## src/fps_pkg.sv

```systemverilog
package fps_pkg;

	localparam int NUM_STAGES = 10;
	localparam int CHAN_W = 8;
	localparam int MODE_W = 3;
	localparam int FACTOR_W = 17;
	// 1.0 on the factor input
	localparam logic [FACTOR_W-1:0] FACTOR_ONE = 17'd65536;

	typedef enum logic [MODE_W-1:0] {
		MODE_GREY     = 3'd0,
		MODE_INV_GREY = 3'd1,
		MODE_SWEEP    = 3'd2,
		MODE_RAMP     = 3'd3
	} palette_mode_t;

	typedef enum logic [2:0] {
		SECT_RED     = 3'd0,
		SECT_YELLOW  = 3'd1,
		SECT_GREEN   = 3'd2,
		SECT_CYAN    = 3'd3,
		SECT_BLUE    = 3'd4,
		SECT_MAGENTA = 3'd5
	} hue_sector_t;

	typedef struct packed {
		logic [CHAN_W-1:0] red;
		logic [CHAN_W-1:0] green;
		logic [CHAN_W-1:0] blue;
	} pixel_t;

	typedef struct packed {
		logic              use_grey;
		logic [CHAN_W-1:0] level;
	} grey_tag_t;

	typedef logic [NUM_STAGES-1:0] stage_vec_t;

	// adv[i]: stage i+1 loads this cycle; vld[i]: stage i+1 holds an item
	typedef struct packed {
		stage_vec_t adv;
		stage_vec_t vld;
	} pipe_ctrl_t;

endpackage

```

## src/fps_hsv.sv

```systemverilog
module fps_hsv #(
	parameter int FRAC_BITS = 16
) (
	input  logic                 clk,
	input  logic                 arst_n,
	input  fps_pkg::pipe_ctrl_t  ctrl,
	input  logic [FRAC_BITS+8:0] hue,
	input  logic [FRAC_BITS:0]   sat,
	input  logic [FRAC_BITS:0]   val,
	input  fps_pkg::grey_tag_t   grey,
	output fps_pkg::pixel_t      pix
);

	localparam int FB  = FRAC_BITS;
	localparam int FW  = FB + 1;
	localparam int HW  = FB + 9;
	localparam int EW  = FB + 6;
	localparam int RMW = FB + 1;
	localparam int MW  = EW + RMW;
	localparam int PW2 = 2 * FB + 2;
	localparam int CW  = FB + 9;

	localparam logic [63:0] ONE = 64'd1 << FB;
	localparam logic [63:0] SEG = ONE * 64'd60;
	localparam logic [63:0] R60 = (64'd1 << (FB + 6)) / 64'd60;

	function automatic logic [fps_pkg::CHAN_W-1:0] chan(input logic [FW-1:0] x);
		logic [CW-1:0] prod;
		prod = CW'(x) * CW'(255);
		return fps_pkg::CHAN_W'(prod >> FB);
	endfunction

	// stage 5: sector by compares, offset into sector, p
	fps_pkg::hue_sector_t sect_n;
	logic [HW-1:0] base_n;
	logic [PW2-1:0] p_prod;

	fps_pkg::hue_sector_t sect_s5;
	logic [EW-1:0] rem_s5;
	logic [FW-1:0] sat_s5;
	logic [FW-1:0] val_s5;
	logic [FW-1:0] p_s5;
	fps_pkg::grey_tag_t grey_s5;

	always_comb begin
		if (hue >= HW'(SEG * 64'd5)) begin
			sect_n = fps_pkg::SECT_MAGENTA;
			base_n = HW'(SEG * 64'd5);
		end else if (hue >= HW'(SEG * 64'd4)) begin
			sect_n = fps_pkg::SECT_BLUE;
			base_n = HW'(SEG * 64'd4);
		end else if (hue >= HW'(SEG * 64'd3)) begin
			sect_n = fps_pkg::SECT_CYAN;
			base_n = HW'(SEG * 64'd3);
		end else if (hue >= HW'(SEG * 64'd2)) begin
			sect_n = fps_pkg::SECT_GREEN;
			base_n = HW'(SEG * 64'd2);
		end else if (hue >= HW'(SEG)) begin
			sect_n = fps_pkg::SECT_YELLOW;
			base_n = HW'(SEG);
		end else begin
			sect_n = fps_pkg::SECT_RED;
			base_n = '0;
		end
	end

	assign p_prod = PW2'(val) * PW2'(FW'(ONE) - sat);

	always_ff @(posedge clk) begin
		if (ctrl.adv[4]) begin
			sect_s5 <= sect_n;
			rem_s5  <= EW'(hue - base_n);
			sat_s5  <= sat;
			val_s5  <= val;
			p_s5    <= FW'(p_prod >> FB);
			grey_s5 <= grey;
		end
	end

	// stage 6: offset / 60 by reciprocal, low by at most one
	logic [MW-1:0] ff_prod;

	logic [FB-1:0] ffe_s6;
	logic [EW-1:0] rem_s6;
	fps_pkg::hue_sector_t sect_s6;
	logic [FW-1:0] sat_s6;
	logic [FW-1:0] val_s6;
	logic [FW-1:0] p_s6;
	fps_pkg::grey_tag_t grey_s6;

	assign ff_prod = MW'(rem_s5) * MW'(RMW'(R60));

	always_ff @(posedge clk) begin
		if (ctrl.adv[5]) begin
			ffe_s6  <= FB'(ff_prod >> (FB + 6));
			rem_s6  <= rem_s5;
			sect_s6 <= sect_s5;
			sat_s6  <= sat_s5;
			val_s6  <= val_s5;
			p_s6    <= p_s5;
			grey_s6 <= grey_s5;
		end
	end

	// stage 7: correct the quotient
	logic [FW-1:0] ffi;
	logic [EW-1:0] ff_chk;
	logic [FB-1:0] ff_n;

	logic [FB-1:0] ff_s7;
	fps_pkg::hue_sector_t sect_s7;
	logic [FW-1:0] sat_s7;
	logic [FW-1:0] val_s7;
	logic [FW-1:0] p_s7;
	fps_pkg::grey_tag_t grey_s7;

	assign ffi    = FW'(ffe_s6) + FW'(1);
	assign ff_chk = EW'(ffi) * EW'(60);
	assign ff_n   = (ff_chk <= rem_s6) ? FB'(ffi) : ffe_s6;

	always_ff @(posedge clk) begin
		if (ctrl.adv[6]) begin
			ff_s7   <= ff_n;
			sect_s7 <= sect_s6;
			sat_s7  <= sat_s6;
			val_s7  <= val_s6;
			p_s7    <= p_s6;
			grey_s7 <= grey_s6;
		end
	end

	// stage 8: s*ff and s*(1-ff)
	logic [PW2-1:0] a_prod;
	logic [PW2-1:0] b_prod;

	logic [FW-1:0] a_s8;
	logic [FW-1:0] b_s8;
	fps_pkg::hue_sector_t sect_s8;
	logic [FW-1:0] val_s8;
	logic [FW-1:0] p_s8;
	fps_pkg::grey_tag_t grey_s8;

	assign a_prod = PW2'(sat_s7) * PW2'(ff_s7);
	assign b_prod = PW2'(sat_s7) * PW2'(FW'(ONE) - FW'(ff_s7));

	always_ff @(posedge clk) begin
		if (ctrl.adv[7]) begin
			a_s8    <= FW'(a_prod >> FB);
			b_s8    <= FW'(b_prod >> FB);
			sect_s8 <= sect_s7;
			val_s8  <= val_s7;
			p_s8    <= p_s7;
			grey_s8 <= grey_s7;
		end
	end

	// stage 9: q and t
	logic [PW2-1:0] q_prod;
	logic [PW2-1:0] t_prod;

	logic [FW-1:0] q_s9;
	logic [FW-1:0] t_s9;
	fps_pkg::hue_sector_t sect_s9;
	logic [FW-1:0] val_s9;
	logic [FW-1:0] p_s9;
	fps_pkg::grey_tag_t grey_s9;

	assign q_prod = PW2'(val_s8) * PW2'(FW'(ONE) - a_s8);
	assign t_prod = PW2'(val_s8) * PW2'(FW'(ONE) - b_s8);

	always_ff @(posedge clk) begin
		if (ctrl.adv[8]) begin
			q_s9    <= FW'(q_prod >> FB);
			t_s9    <= FW'(t_prod >> FB);
			sect_s9 <= sect_s8;
			val_s9  <= val_s8;
			p_s9    <= p_s8;
			grey_s9 <= grey_s8;
		end
	end

	// stage 10: scale to 8 bits and route by sector, or pass the grey level; output register
	logic [fps_pkg::CHAN_W-1:0] cv;
	logic [fps_pkg::CHAN_W-1:0] cp;
	logic [fps_pkg::CHAN_W-1:0] cq;
	logic [fps_pkg::CHAN_W-1:0] ct;
	fps_pkg::pixel_t pix_n;
	fps_pkg::pixel_t pix_s10;

	assign cv = chan(val_s9);
	assign cp = chan(p_s9);
	assign cq = chan(q_s9);
	assign ct = chan(t_s9);

	always_comb begin
		if (grey_s9.use_grey) begin
			pix_n = '{red: grey_s9.level, green: grey_s9.level, blue: grey_s9.level};
		end else begin
			case (sect_s9)
				fps_pkg::SECT_RED: begin
					pix_n = '{red: cv, green: ct, blue: cp};
				end
				fps_pkg::SECT_YELLOW: begin
					pix_n = '{red: cq, green: cv, blue: cp};
				end
				fps_pkg::SECT_GREEN: begin
					pix_n = '{red: cp, green: cv, blue: ct};
				end
				fps_pkg::SECT_CYAN: begin
					pix_n = '{red: cp, green: cq, blue: cv};
				end
				fps_pkg::SECT_BLUE: begin
					pix_n = '{red: ct, green: cp, blue: cv};
				end
				default: begin
					pix_n = '{red: cv, green: cp, blue: cq};
				end
			endcase
		end
	end

	always_ff @(posedge clk) begin
		if (ctrl.adv[9]) begin
			pix_s10 <= pix_n;
		end
	end

	assign pix = pix_s10;

	a_rem_in_sector: assert property (@(posedge clk) disable iff (!arst_n)
		ctrl.vld[4] |-> rem_s5 < EW'(SEG))
		else $error("hue offset outside its sector");

	a_ff_exact: assert property (@(posedge clk) disable iff (!arst_n)
		ctrl.vld[5] |-> (EW'(ff_n) * EW'(60) <= rem_s6) &&
			(rem_s6 < EW'(ff_n) * EW'(60) + EW'(60)))
		else $error("sector fraction quotient off by one");

endmodule

```

## config.mk

```make
export PLATFORM = sky130hd
export DESIGN_NAME = fps_hsv
export DESIGN_NICKNAME = d
export VERILOG_FILES = /design/src/fps_pkg.sv /design/src/fps_hsv.sv
export SDC_FILE = /design/constraint.sdc
export NUM_CORES = 2
export LEC_CHECK = 0
export ABC_AREA = 1
export BUFFER_PORTS_ARGS = -buffer_cell sky130_fd_sc_hd__buf_2
export CORE_MARGIN = 2
export CORE_UTILIZATION = 24
export DETAILED_ROUTE_END_ITERATION = 12
export SETUP_SLACK_MARGIN = 0.4
export SKIP_LAST_GASP = 1
export SLEW_MARGIN = 10
export SYNTH_ARGS = -nofsm -noshare
export SYNTH_HDL_FRONTEND = slang
export SYNTH_SLANG_ARGS = --single-unit
```

## constraint.sdc

```tcl
create_clock -name clk -period 16.6 [get_ports clk]
set_input_delay 3.32 -clock clk [delete_from_list [all_inputs] [get_ports clk]]
set_output_delay 3.32 -clock clk [all_outputs]
set_load 0.01 [all_outputs]
```

==> reports/metrics.yaml <==
detailed_routing:
  vias: 61500
  viasPerCell: 4.33
  wirelength_um: 218000
  dr.pass1.iters: 6
  drt-initial-drc-count: 3944
  ant_nets: 0
  wl_per_cell_um: 15.4
  route.detailed.drc: 0
die:
  start_util_pct: 24.2
  die_height_um: 592
  die-area_um2: 351000
  dieWidth_um: 592
  rows: 215
  core_um2: 344000
  io_pins: 114
global_route:
  grt_first_pass_wirelength_um: 355000
  grt_pass1_vias: 65100
  grt_max_degree: 72
  grt_use_met1_pct: 17.1
  antenna_found_initial: 28
  overflow: 0
  grt_use_met2_pct: 21.7
  busiest_layer: "met2"
  use_met3_pct: 1.78
  gr-usage-all-layers_pct: 12.8
synth:
  synth_top_area_share_pct: 36.2
  synthTopCellsByArea: "fa_1 36%, edfxtp_1 16%, ha_1 13%"
  synth.ff_latch_count: 449
  synth_flop_cell: "edfxtp_1"
  synth_edf_count: 449
  avgSynthCellArea_um2: 8.62
  syn_nets: 12100
  yosysSeqAreaShare_pct: 16.2
  syn_area_um2: 83000
  synth-async-reset-ratio_pct: 0
  ys.warnings.count: 0
  yosysTopAreaCell: "fa_1"
  synthCells: 9632
  ys_types: 60
setup_path:
  slowest_stage: "xor2_2"
  slowest_delay_ns: 0.73
  critPathLaunchType: "input pin"
  worstPathMaxFanout: 18
  cp.required_ns: 16.99
  endpoint_kind: "flop"
  path_class: "in2reg"
  worstPathArrival_ns: 10.39
  crit_path_frequent_cell: "fa_1"
timing:
  period_share_pct: 60.3
  max_freq_ghz: 0.100
  relSlewSlack_pct: 22.9
  layout_setup_ws_ns: 6.60
  hold_viol: 0
  tns_ns: 0
  finalSetupViolCount: 0
  rsz0062_at_grt: "false"
  fin_crit_ns: 10.00
  skew_ns: 0.0299
  hold_slack_ns: 0.400
  slew_violations: 0
  tightest_slew_ns: 1.16
cts:
  clkLatencyLatePin_ns: 0.67
  cts_sinks: 449
  post_cts_buffers: 0
  postCtsHoldBufs: 0
  cts_resized: 0
  cts_tree: "built"
  clockRootBuffer: "clkbuf_16"
  htreeDepth: 2
  clk_pin_slew_ns: 0.06
  cts_made_buffers: 52
  cts_buffer_depth: 3
placement:
  dp_cells: 14100
  gp_congestion: 0.896
  io_buffer_count: 98
  dp_hpwl_um: 177000
  pre_cts_ws_ns: 5.94
layout:
  drive_above_1_share_pct: 3.47
  instances_no_fill: 14200
  seqCellArea_um2: 13500
  syn2layout_area_growth_pct: 8.95
  num-fill-cells: 36900
  largest_reg_flops: 24
  multi_input_area_um2: 59000
  nets: 12100
min_path:
  hold_path_class: "reg2reg"
run_status:
  outcome: "finished clean"
run:
  maxCapViolCount: 0
## final timing paths
check / to / cells after the start / slack (ns) / startpoint
setup / recovery: p_s5[10]$_DFFE_PP_ / 30 / 6.60 / sat[0]
setup reg to reg: q_s9[14]$_DFFE_PP_ / 28 / 8.47 / a_s8[0]$_DFFE_PP_
hold reg to reg: p_s9[3]$_DFFE_PP_ / 0 / 0.40 / p_s8[3]$_DFFE_PP_
hold / removal: p_s9[3]$_DFFE_PP_ / 0 / 0.40 / p_s8[3]$_DFFE_PP_
## layout by cell type (no fill, tap or decap), types with 6 or more instances in the layout
| cell type | instances |
|---|---|
| nand3_1 | 260 |
| inv_1 | 2509 |
| fa_1 | 1502 |
| nor2_4 | 7 |
| xor2_1 | 103 |
| edfxtp_1 | 449 |
| o21a_1 | 9 |
| a21o_1 | 33 |
| clkinv_2 | 14 |
| o21bai_1 | 23 |
| nor4_1 | 25 |
| clkinv_1 | 21 |
| o21ai_0 | 214 |
| a31oi_1 | 29 |
| nand2_2 | 8 |
| nor3_1 | 67 |
| nor2_1 | 797 |
| nand3_2 | 6 |
| a21oi_1 | 288 |
| o31ai_1 | 9 |
| inv_2 | 15 |
| nand2_1 | 1932 |
| buf_2 | 93 |
| or2_2 | 6 |
| ha_1 | 853 |
| nor2_2 | 22 |
| diode_2 | 6 |
| a21boi_0 | 10 |
| clkbuf_16 | 52 |
| nand4_1 | 74 |
| xnor2_1 | 40 |
| a221oi_1 | 9 |
| buf_4 | 67 |
| nand3b_1 | 27 |
| inv_6 | 6 |
## synthesized netlist by cell type, types with 5 or more instances
cell type	n
a211oi_1	5
a21boi_0	10
a21o_1	33
a21oi_1	288
a221oi_1	9
a31oi_1	29
buf_1	29
buf_2	20
buf_4	5
buf_6	9
clkbuf_1	172
clkinv_1	15
edfxtp_1	449
fa_1	1502
ha_1	853
inv_1	2509
inv_2	15
nand2_1	1932
nand2_2	8
nand3_1	260
nand3_2	6
nand3b_1	27
nand4_1	74
nor2_1	797
nor2_2	22
nor2_4	7
nor3_1	67
nor4_1	25
o211ai_1	5
o21a_1	9
o21ai_0	214
o21ai_1	5
o21bai_1	23
o31ai_1	9
or2_2	6
xnor2_1	41
xor2_1	104
## metrics by stage
stage / instance area [um^2] / util, %
floorplan: 83000 / -
global placement: 88700 / 25.8
detailed placement: 88700 / 25.8
CTS: 90400 / 26.3
global route: 90400 / 26.3
finish: 90400 / 26.3
## worst max-delay path, delay by kind of cell
family | cells | cell delay (ns)
AOI/OAI and AO/OA | 1 | 0.11
buffers and inverters | 7 | 0.68
xor gates and xnor gates | 2 | 0.87
adders and majority gates | 8 | 3.64
and+or+nand+nor | 12 | 1.73
## logic make-up (layout without fill, tap and decap cells)
group           count (synthesis)  after routing  synth area share (%)
simple gates                 3252           3252                  16.0
buf+inv                      2777           2799                  12.7
fa+ha+maj                    2355           2355                  49.1
compound gates                651            651                  4.36
flops                         449            449                  16.2
xor+xnor                      148            148                  1.59
other cells                     0              6                     0
## layout make-up
type / instances / area share (%)
diodes: 6 / 0.0166
clock buffers: 56 / 1.46
clock inverters: 41 / 0.444
inverters: 2542 / 10.6
multi-input cells: 6406 / 65.2
flip-flops and latches: 449 / 14.9
well taps: 4557 / 6.31
repair buffers: 160 / 1.07
## layer usage
metal	part of all wire (%)	up-vias	wire length [um]
met5	0.052	-	113
met4	2.6	18	5610
met3	6.4	365	14000
met2	47	1787	102000
met1	44	30500	96700
li1	-	28900	-
Power is left out: the tool's default activity adds up to more than one toggle a clock period on the data nets, which glitch-free logic cannot reach.
