$ cat src/fps_pkg.sv
package fps_pkg;

	localparam int NUM_STAGES = 10;
	localparam int CHAN_W = 8;
	localparam int MODE_W = 3;
	localparam int FACTOR_W = 17;
	// 1.0 on the factor input
	localparam logic [FACTOR_W-1:0] FACTOR_ONE = 17'd65536;

	typedef enum logic [MODE_W-1:0] {
		MODE_GREY     = 3'd0,
		MODE_INV_GREY = 3'd1,
		MODE_SWEEP    = 3'd2,
		MODE_RAMP     = 3'd3
	} palette_mode_t;

	typedef enum logic [2:0] {
		SECT_RED     = 3'd0,
		SECT_YELLOW  = 3'd1,
		SECT_GREEN   = 3'd2,
		SECT_CYAN    = 3'd3,
		SECT_BLUE    = 3'd4,
		SECT_MAGENTA = 3'd5
	} hue_sector_t;

	typedef struct packed {
		logic [CHAN_W-1:0] red;
		logic [CHAN_W-1:0] green;
		logic [CHAN_W-1:0] blue;
	} pixel_t;

	typedef struct packed {
		logic              use_grey;
		logic [CHAN_W-1:0] level;
	} grey_tag_t;

	typedef logic [NUM_STAGES-1:0] stage_vec_t;

	// adv[i]: stage i+1 loads this cycle; vld[i]: stage i+1 holds an item
	typedef struct packed {
		stage_vec_t adv;
		stage_vec_t vld;
	} pipe_ctrl_t;

endpackage

$ cat src/fps_front.sv
module fps_front #(
	parameter int FRAC_BITS = 16
) (
	input  logic                            clk,
	input  logic                            arst_n,
	input  fps_pkg::pipe_ctrl_t             ctrl,
	input  logic [fps_pkg::FACTOR_W-1:0]    factor,
	input  logic [fps_pkg::MODE_W-1:0]      palette_mode,
	output logic [FRAC_BITS+8:0]            hue,
	output logic [FRAC_BITS:0]              sat,
	output logic [FRAC_BITS:0]              val,
	output fps_pkg::grey_tag_t              grey
);

	localparam int FB = FRAC_BITS;
	localparam int FW = FB + 1;
	localparam int HW = FB + 9;
	localparam int XW = FB + 10;
	localparam int RW = FB + 3;
	localparam int KW = 2 * FB + 3;
	localparam int PW = 2 * FB + 1;
	localparam int GW = FB + 9;

	localparam logic [63:0] ONE    = 64'd1 << FB;
	localparam logic [63:0] STOP   = (ONE * 64'd60) / 64'd100;
	localparam logic [63:0] D_HI   = ONE - STOP;
	localparam logic [63:0] MS     = (ONE * 64'd80) / 64'd100;
	localparam logic [63:0] MV     = (ONE * 64'd20) / 64'd100;
	localparam logic [63:0] CS     = (ONE * 64'd90) / 64'd100;
	localparam logic [63:0] CV     = (ONE * 64'd80) / 64'd100;
	localparam logic [63:0] DS     = CS - MS;
	localparam logic [63:0] DV     = CV - MV;
	localparam logic [63:0] H_MID  = ONE * 64'd250;
	localparam logic [63:0] H_CHE  = ONE * 64'd315;
	localparam logic [63:0] H_OFF  = ONE * 64'd300;
	localparam logic [63:0] FULL   = ONE * 64'd360;
	localparam logic [63:0] FULL2  = ONE * 64'd720;
	localparam logic [63:0] S_BASE = (ONE * 64'd3) / 64'd4;
	// reciprocals for the ramp position, estimate is low by at most one
	localparam logic [63:0] R_LO   = (64'd1 << (2 * FB + 1)) / STOP;
	localparam logic [63:0] R_HI   = (64'd1 << (2 * FB + 1)) / D_HI;

	// stage 1: saturate and rescale the factor, pick ramp segment
	logic [fps_pkg::FACTOR_W-1:0] raw;
	logic [FW-1:0] f_n;
	logic br_n;
	logic [FB-1:0] d_n;

	logic [FW-1:0] f_s1;
	logic [fps_pkg::MODE_W-1:0] mode_s1;
	logic br_s1;
	logic [FB-1:0] d_s1;

	assign raw  = (factor > fps_pkg::FACTOR_ONE) ? fps_pkg::FACTOR_ONE : factor;
	assign f_n  = FW'({raw, {FB{1'b0}}} >> 16);
	assign br_n = f_n > FW'(STOP);
	assign d_n  = br_n ? FB'(f_n - FW'(STOP)) : FB'(f_n);

	always_ff @(posedge clk) begin
		if (ctrl.adv[0]) begin
			f_s1    <= f_n;
			mode_s1 <= palette_mode;
			br_s1   <= br_n;
			d_s1    <= d_n;
		end
	end

	// stage 2: grey level, sweep hue, ramp position estimate
	logic [FW-1:0] g;
	logic [FW-1:0] grey_src;
	logic [GW-1:0] grey_prod;
	logic [RW-1:0] recip;
	logic [KW-1:0] k_prod;
	logic [XW-1:0] hraw_n;
	logic [FW-1:0] ssw_n;
	fps_pkg::grey_tag_t grey_n;

	logic [FW-1:0] kest_s2;
	logic [FB-1:0] d_s2;
	logic br_s2;
	logic [XW-1:0] hraw_s2;
	logic [FW-1:0] ssw_s2;
	logic ramp_s2;
	fps_pkg::grey_tag_t grey_s2;

	assign g         = FW'(ONE) - f_s1;
	assign grey_src  = (mode_s1 == fps_pkg::MODE_INV_GREY) ? f_s1 : g;
	assign grey_prod = GW'(grey_src) * GW'(255);
	assign grey_n.level    = fps_pkg::CHAN_W'(grey_prod >> FB);
	assign grey_n.use_grey = !((mode_s1 == fps_pkg::MODE_SWEEP) ||
		(mode_s1 == fps_pkg::MODE_RAMP));
	assign recip  = br_s1 ? RW'(R_HI) : RW'(R_LO);
	assign k_prod = KW'(d_s1) * KW'(recip);
	assign hraw_n = XW'(g) * XW'(720) + XW'(H_OFF);
	assign ssw_n  = FW'(S_BASE) + FW'(g >> 2);

	always_ff @(posedge clk) begin
		if (ctrl.adv[1]) begin
			kest_s2 <= FW'(k_prod >> (FB + 1));
			d_s2    <= d_s1;
			br_s2   <= br_s1;
			hraw_s2 <= hraw_n;
			ssw_s2  <= ssw_n;
			ramp_s2 <= (mode_s1 == fps_pkg::MODE_RAMP);
			grey_s2 <= grey_n;
		end
	end

	// stage 3: correct the position estimate, wrap the sweep hue
	logic [FB-1:0] den;
	logic [FW-1:0] kinc;
	logic [PW-1:0] chk;
	logic [PW-1:0] num;
	logic [FW-1:0] k_n;
	logic [HW-1:0] hmod_n;

	logic [FW-1:0] k_s3;
	logic br_s3;
	logic [HW-1:0] hmod_s3;
	logic [FW-1:0] ssw_s3;
	logic ramp_s3;
	fps_pkg::grey_tag_t grey_s3;

	assign den  = br_s2 ? FB'(D_HI) : FB'(STOP);
	assign kinc = kest_s2 + FW'(1);
	assign chk  = PW'(kinc) * PW'(den);
	assign num  = PW'({d_s2, {FB{1'b0}}});
	assign k_n  = (num >= chk) ? kinc : kest_s2;

	always_comb begin
		if (hraw_s2 >= XW'(FULL2)) begin
			hmod_n = HW'(hraw_s2 - XW'(FULL2));
		end else if (hraw_s2 >= XW'(FULL)) begin
			hmod_n = HW'(hraw_s2 - XW'(FULL));
		end else begin
			hmod_n = HW'(hraw_s2);
		end
	end

	always_ff @(posedge clk) begin
		if (ctrl.adv[2]) begin
			k_s3    <= k_n;
			br_s3   <= br_s2;
			hmod_s3 <= hmod_n;
			ssw_s3  <= ssw_s2;
			ramp_s3 <= ramp_s2;
			grey_s3 <= grey_s2;
		end
	end

	// stage 4: interpolate H, S, V along the ramp and pick the palette
	logic [HW-1:0] ph;
	logic [PW-1:0] ps_prod;
	logic [PW-1:0] pv_prod;
	logic [FW-1:0] ps;
	logic [FW-1:0] pv;
	logic [HW-1:0] h_n;
	logic [FW-1:0] s_n;
	logic [FW-1:0] v_n;

	logic [HW-1:0] h_s4;
	logic [FW-1:0] s_s4;
	logic [FW-1:0] v_s4;
	fps_pkg::grey_tag_t grey_s4;

	assign ph      = HW'(k_s3) * HW'(65);
	assign ps_prod = PW'(k_s3) * PW'(DS);
	assign pv_prod = PW'(k_s3) * PW'(DV);
	assign ps      = FW'(ps_prod >> FB);
	assign pv      = FW'(pv_prod >> FB);

	always_comb begin
		if (!ramp_s3) begin
			h_n = hmod_s3;
			s_n = ssw_s3;
			v_n = FW'(ONE);
		end else if (br_s3) begin
			h_n = HW'(H_CHE) - ph;
			s_n = FW'(CS) - ps;
			v_n = FW'(CV) - pv;
		end else begin
			h_n = HW'(H_MID) + ph;
			s_n = FW'(MS) + ps;
			v_n = FW'(MV) + pv;
		end
	end

	always_ff @(posedge clk) begin
		if (ctrl.adv[3]) begin
			h_s4    <= h_n;
			s_s4    <= s_n;
			v_s4    <= v_n;
			grey_s4 <= grey_s3;
		end
	end

	assign hue  = h_s4;
	assign sat  = s_s4;
	assign val  = v_s4;
	assign grey = grey_s4;

	a_pos_range: assert property (@(posedge clk) disable iff (!arst_n)
		ctrl.vld[2] |-> k_s3 <= FW'(ONE))
		else $error("ramp position above 1.0");

	a_hue_wrap: assert property (@(posedge clk) disable iff (!arst_n)
		ctrl.vld[2] |-> hmod_s3 < HW'(FULL))
		else $error("sweep hue not wrapped below 360");

endmodule

$ cat config.mk
export PLATFORM = sky130hd
export DESIGN_NAME = fps_front
export DESIGN_NICKNAME = d
export VERILOG_FILES = /design/src/fps_pkg.sv /design/src/fps_front.sv
export SDC_FILE = /design/constraint.sdc
export NUM_CORES = 2
export LEC_CHECK = 0
export BUFFER_PORTS_ARGS = -buffer_cell sky130_fd_sc_hd__buf_4
export CAP_MARGIN = 15
export CORE_ASPECT_RATIO = 1.4
export CORE_MARGIN = 4
export CORE_UTILIZATION = 35
export DETAILED_ROUTE_END_ITERATION = 8
export PLACE_DENSITY = 0.52
export REMOVE_ABC_BUFFERS = 1
export SYNTH_ARGS = -nofsm -noshare
export SYNTH_HDL_FRONTEND = slang
export SYNTH_SLANG_ARGS = --single-unit
$ cat constraint.sdc
create_clock -name clk -period 11.8 [get_ports clk]
set_input_delay 0.59 -clock clk [delete_from_list [all_inputs] [get_ports clk]]
set_output_delay 0.59 -clock clk [all_outputs]
set_load 0.02 [all_outputs]
==> results.txt <==
The flow ran to the end, and the final reports show no timing, DRC or antenna violations. The biggest area consumer among synthesized cells was fa_1. The share of synthesized flip-flops with an asynchronous set or reset is 0%. The critical path contains buffers and inverters numbering 7 combined. The H-tree depth is 1, and the largest driver fanout on the critical path is 15. The class of the tightest hold or removal check was in -> reg. The logs give 4900 for the number of nets in the finished design and 3666 for the synthesized instance count.

The run gives 31 as the number of buffers created by CTS. In this run the most used layer during global routing was met2. The first-pass GRT wire length was 149000 um. The number of library cell types mapped by synthesis was 81. The most frequent cell on the critical path is and3_1.

The Yosys step of the flow raised 0 warnings. The run gives 20.1% as the part of the Yosys area used for sequential elements. The most common cell in the synthesized netlist is inv_1. The max-slew violation total from the final report came out at 0. The number of placed I/O pins came out at 110.

Among cell families on the critical path, the largest total delay comes from adder cells. Setup repair after global routing left no endpoint under its margin. The average wire length per cell after detail routing was 17.5 um; the mean instance size in the synthesized netlist was 10.3 sq um.

The tree is rooted in a clkbuf_16. The floorplan step defined a die boundary enclosing 0.113 sq mm. The layout cell share with drive strength beyond 1 works out to 6.05%. Dividing the detail-routed via count by the number of cells gives 4.80. The count of input and output buffers works out to 92. The critical path is of the reg -> reg type. The count of flip-flops with a built-in enable after synthesis was 252. 0 antenna diodes ended up in the layout. The length of the first detailed-routing pass in iterations was 7; the number of hold buffers added after cts was 0.

Routability-driven placement finished with a final weighted congestion of 0.892. For this run, design rule violations remaining after detail routing come to 0. The maximum number of buffers from clock root to sink came out at 3. In this run, post-CTS repair resized a total of 0 instances. The logs give 2 for the number of antenna violations at the first check in global routing and 0 for the remaining antenna violation count. The cell area that synthesis handed to floorplanning was 0.0377 sq mm.

Layout-stage area growth over the synthesis result: 9.43%. For the final routed database, the setup TNS stands at 0 ns. The number of global-route vias before repair is 27200, and the initial DRC count is 1042. The run gives 0 as the total count of hold-check failures in the final report.

The run gives 0 as the setup fix buffers added after clock tree synthesis. After synthesis, the cell types taking the most area are fa_1 28%, edfxtp_1 20%, ha_1 19%. The run gives 91400 um as the post-detailed-routing wire length. The highest cell delay on the worst timing path was 0.56 ns. TritonCTS built the clock tree.

The clock arrives with 0.0221 ns of skew. The wire-length estimate of the detail-placed layout is 78800 um. The count of maximum capacitance violations is 0, and the portion of synthesized cell area occupied by the leading cell type is 27.9%.

At the placement stage, the worst setup path has a slack of 0.984 ns. After floorplanning, the core was divided into 142 placement rows. The clock transition at the register clock pins on the worst setup and hold paths after CTS is 0.06 ns.

Dividing the final minimum period by the clock period gives 90.8%. The tools report the initial core utilization as 35.3%. The die is 396 um tall. On the critical path, the stage with the largest delay is an instance of edfxtp_1. The total global routing track utilization was 16.6%; the latest clock arrival within the worst-skew pair was 0.59 ns.

STA classifies the critical path endpoint as a flop. At the worst endpoint, the arrival time is 11.04 ns. Data on the critical path is required at its endpoint by 12.12 ns.

Detailed routing inserted a total of 25000 vias. The post-route core utilization was 38.6%. The pin count of the biggest net entering global routing came out at 70. Among all flip-flop cells after synthesis, the most frequent one is edfxtp_1.

Global routing consumed, on the met1 layer, 20.2% of the routing resources. The tools report the startpoint type of the worst setup path as a flop. The met2 capacity usage during global routing was 31.6%; the horizontal extent of the die was 285 um. The placeable core area is 0.107 sq mm, and the final setup violation count is 0. The highest achievable clock rate is 93.3 MHz, and the global routing met3 resource utilization is 1.24%.

Setup slack on the critical path of the routed design comes to 1.08 ns. After synthesis the netlist holds a flip-flop and latch count of 252. For the pin with the worst max-slew slack, the measured transition is 1.01 ns. The commonest cells after synthesis are 808 x inv_1, 586 x ha_1, 525 x fa_1.

After global routing the overflow that remains totals 0. The tools report the CTS sink count as 252. Measured against its own limit, the worst slew margin works out to 32.8%.

After layout, the minimum clock period comes to 10.72 ns.
-- cell usage in the layout, fill, tap and decap left out, drive strengths merged, types with 9 or more instances in the layout --
| cell type | count |
|---|---|
| inv | 812 |
| ha | 586 |
| fa | 525 |
| edfxtp | 252 |
| xnor2 | 173 |
| nor2 | 164 |
| a21oi | 146 |
| nand2 | 128 |
| buf | 117 |
| o21ai | 91 |
| xor2 | 84 |
| a21o | 56 |
| nand3 | 55 |
| nor2b | 46 |
| nor3 | 44 |
| nand2b | 34 |
| clkbuf | 32 |
| and3 | 27 |
| and2 | 25 |
| or2 | 25 |
| nand4 | 24 |
| o21a | 22 |
| o211ai | 22 |
| a31oi | 22 |
| or3 | 19 |
| a211oi | 17 |
| nor4 | 16 |
| mux2 | 15 |
| and4 | 12 |
| nand3b | 11 |
| a211o | 10 |
| clkinv | 10 |
| o21bai | 9 |
-- cell type report --
type,instances,area [sq um]
fill,10700,65700
multi-input combinational,2534,26900
timing repair buffer,117,878
clock inverter,25,354
tap,1440,1800
clock buffer,32,779
inverter,811,3040
sequential,252,7570
-- state kept, by name, indices dropped and copies added (netlist names), 3 cells and up --
signal,count
d_s1,16
d_s2,16
f_s1,17
grey,9
grey_s2,9
grey_s3,9
hmod_s3,21
hraw_s2,22
hue,25
k_s3,17
kest_s2,17
mode_s1,3
sat,17
ssw_s2,16
ssw_s3,16
val,17
-- per-stage QoR --
step,cells,instance area (sq um),hold WS (ns)
final,5211,41300,0.176
after floorplan,3597,37500,0.400
after CTS,5211,41300,0.111
after global routing,5211,41300,0.138
after detailed placement,5154,40200,0.405
after global placement,5154,40200,0.405
-- final timing paths --
path / to / slack (ns) / depth (start not counted) / startpoint
worst min register to register: ssw_s3[2]$_DFFE_PP_ / 0.40 / 0 / ssw_s2[2]$_DFFE_PP_
worst max register to register: k_s3[16]$_DFFE_PP_ / 1.08 / 41 / kest_s2[0]$_DFFE_PP_
worst max-delay path: k_s3[16]$_DFFE_PP_ / 1.08 / 41 / kest_s2[0]$_DFFE_PP_
worst min-delay path: mode_s1[1]$_DFFE_PP_ / 0.18 / 1 / palette_mode[1]
-- worst reg2reg max path, delay by kind of cell (launching register included) --
| kind | cells | cell delay [ns] |
|---|---|---|
| DFF | 1 | 0.56 |
| adders and majority gates | 9 | 3.97 |
| xor gates and xnor gates | 3 | 0.72 |
| and+or+nand+nor | 16 | 3.00 |
| AOI/OAI and AO/OA | 6 | 1.41 |
| buffers and inverters | 7 | 0.78 |
-- cells by family (layout without fill, tap and decap cells) --
group | after synthesis | after routing | synth area share, %
other cells | 2 | 8 | 0.0199
buf+inv | 886 | 985 | 8.81
fa+ha+maj | 1111 | 1111 | 47.3
mux | 18 | 18 | 0.527
flops | 252 | 252 | 20.1
xor+xnor | 257 | 257 | 6.01
simple gates | 654 | 654 | 8.93
compound gates | 486 | 486 | 8.36
-- per-layer routing --
layer  vias to the layer above  share of wire (%)
met5                         -                  0
met3                       118                3.1
met2                       387                 54
met1                     12300                 41
li1                      12200                  -
met4                         0                2.7
Power is left out: the tool's default activity adds up to more than one toggle a clock period on the data nets, which glitch-free logic cannot reach.
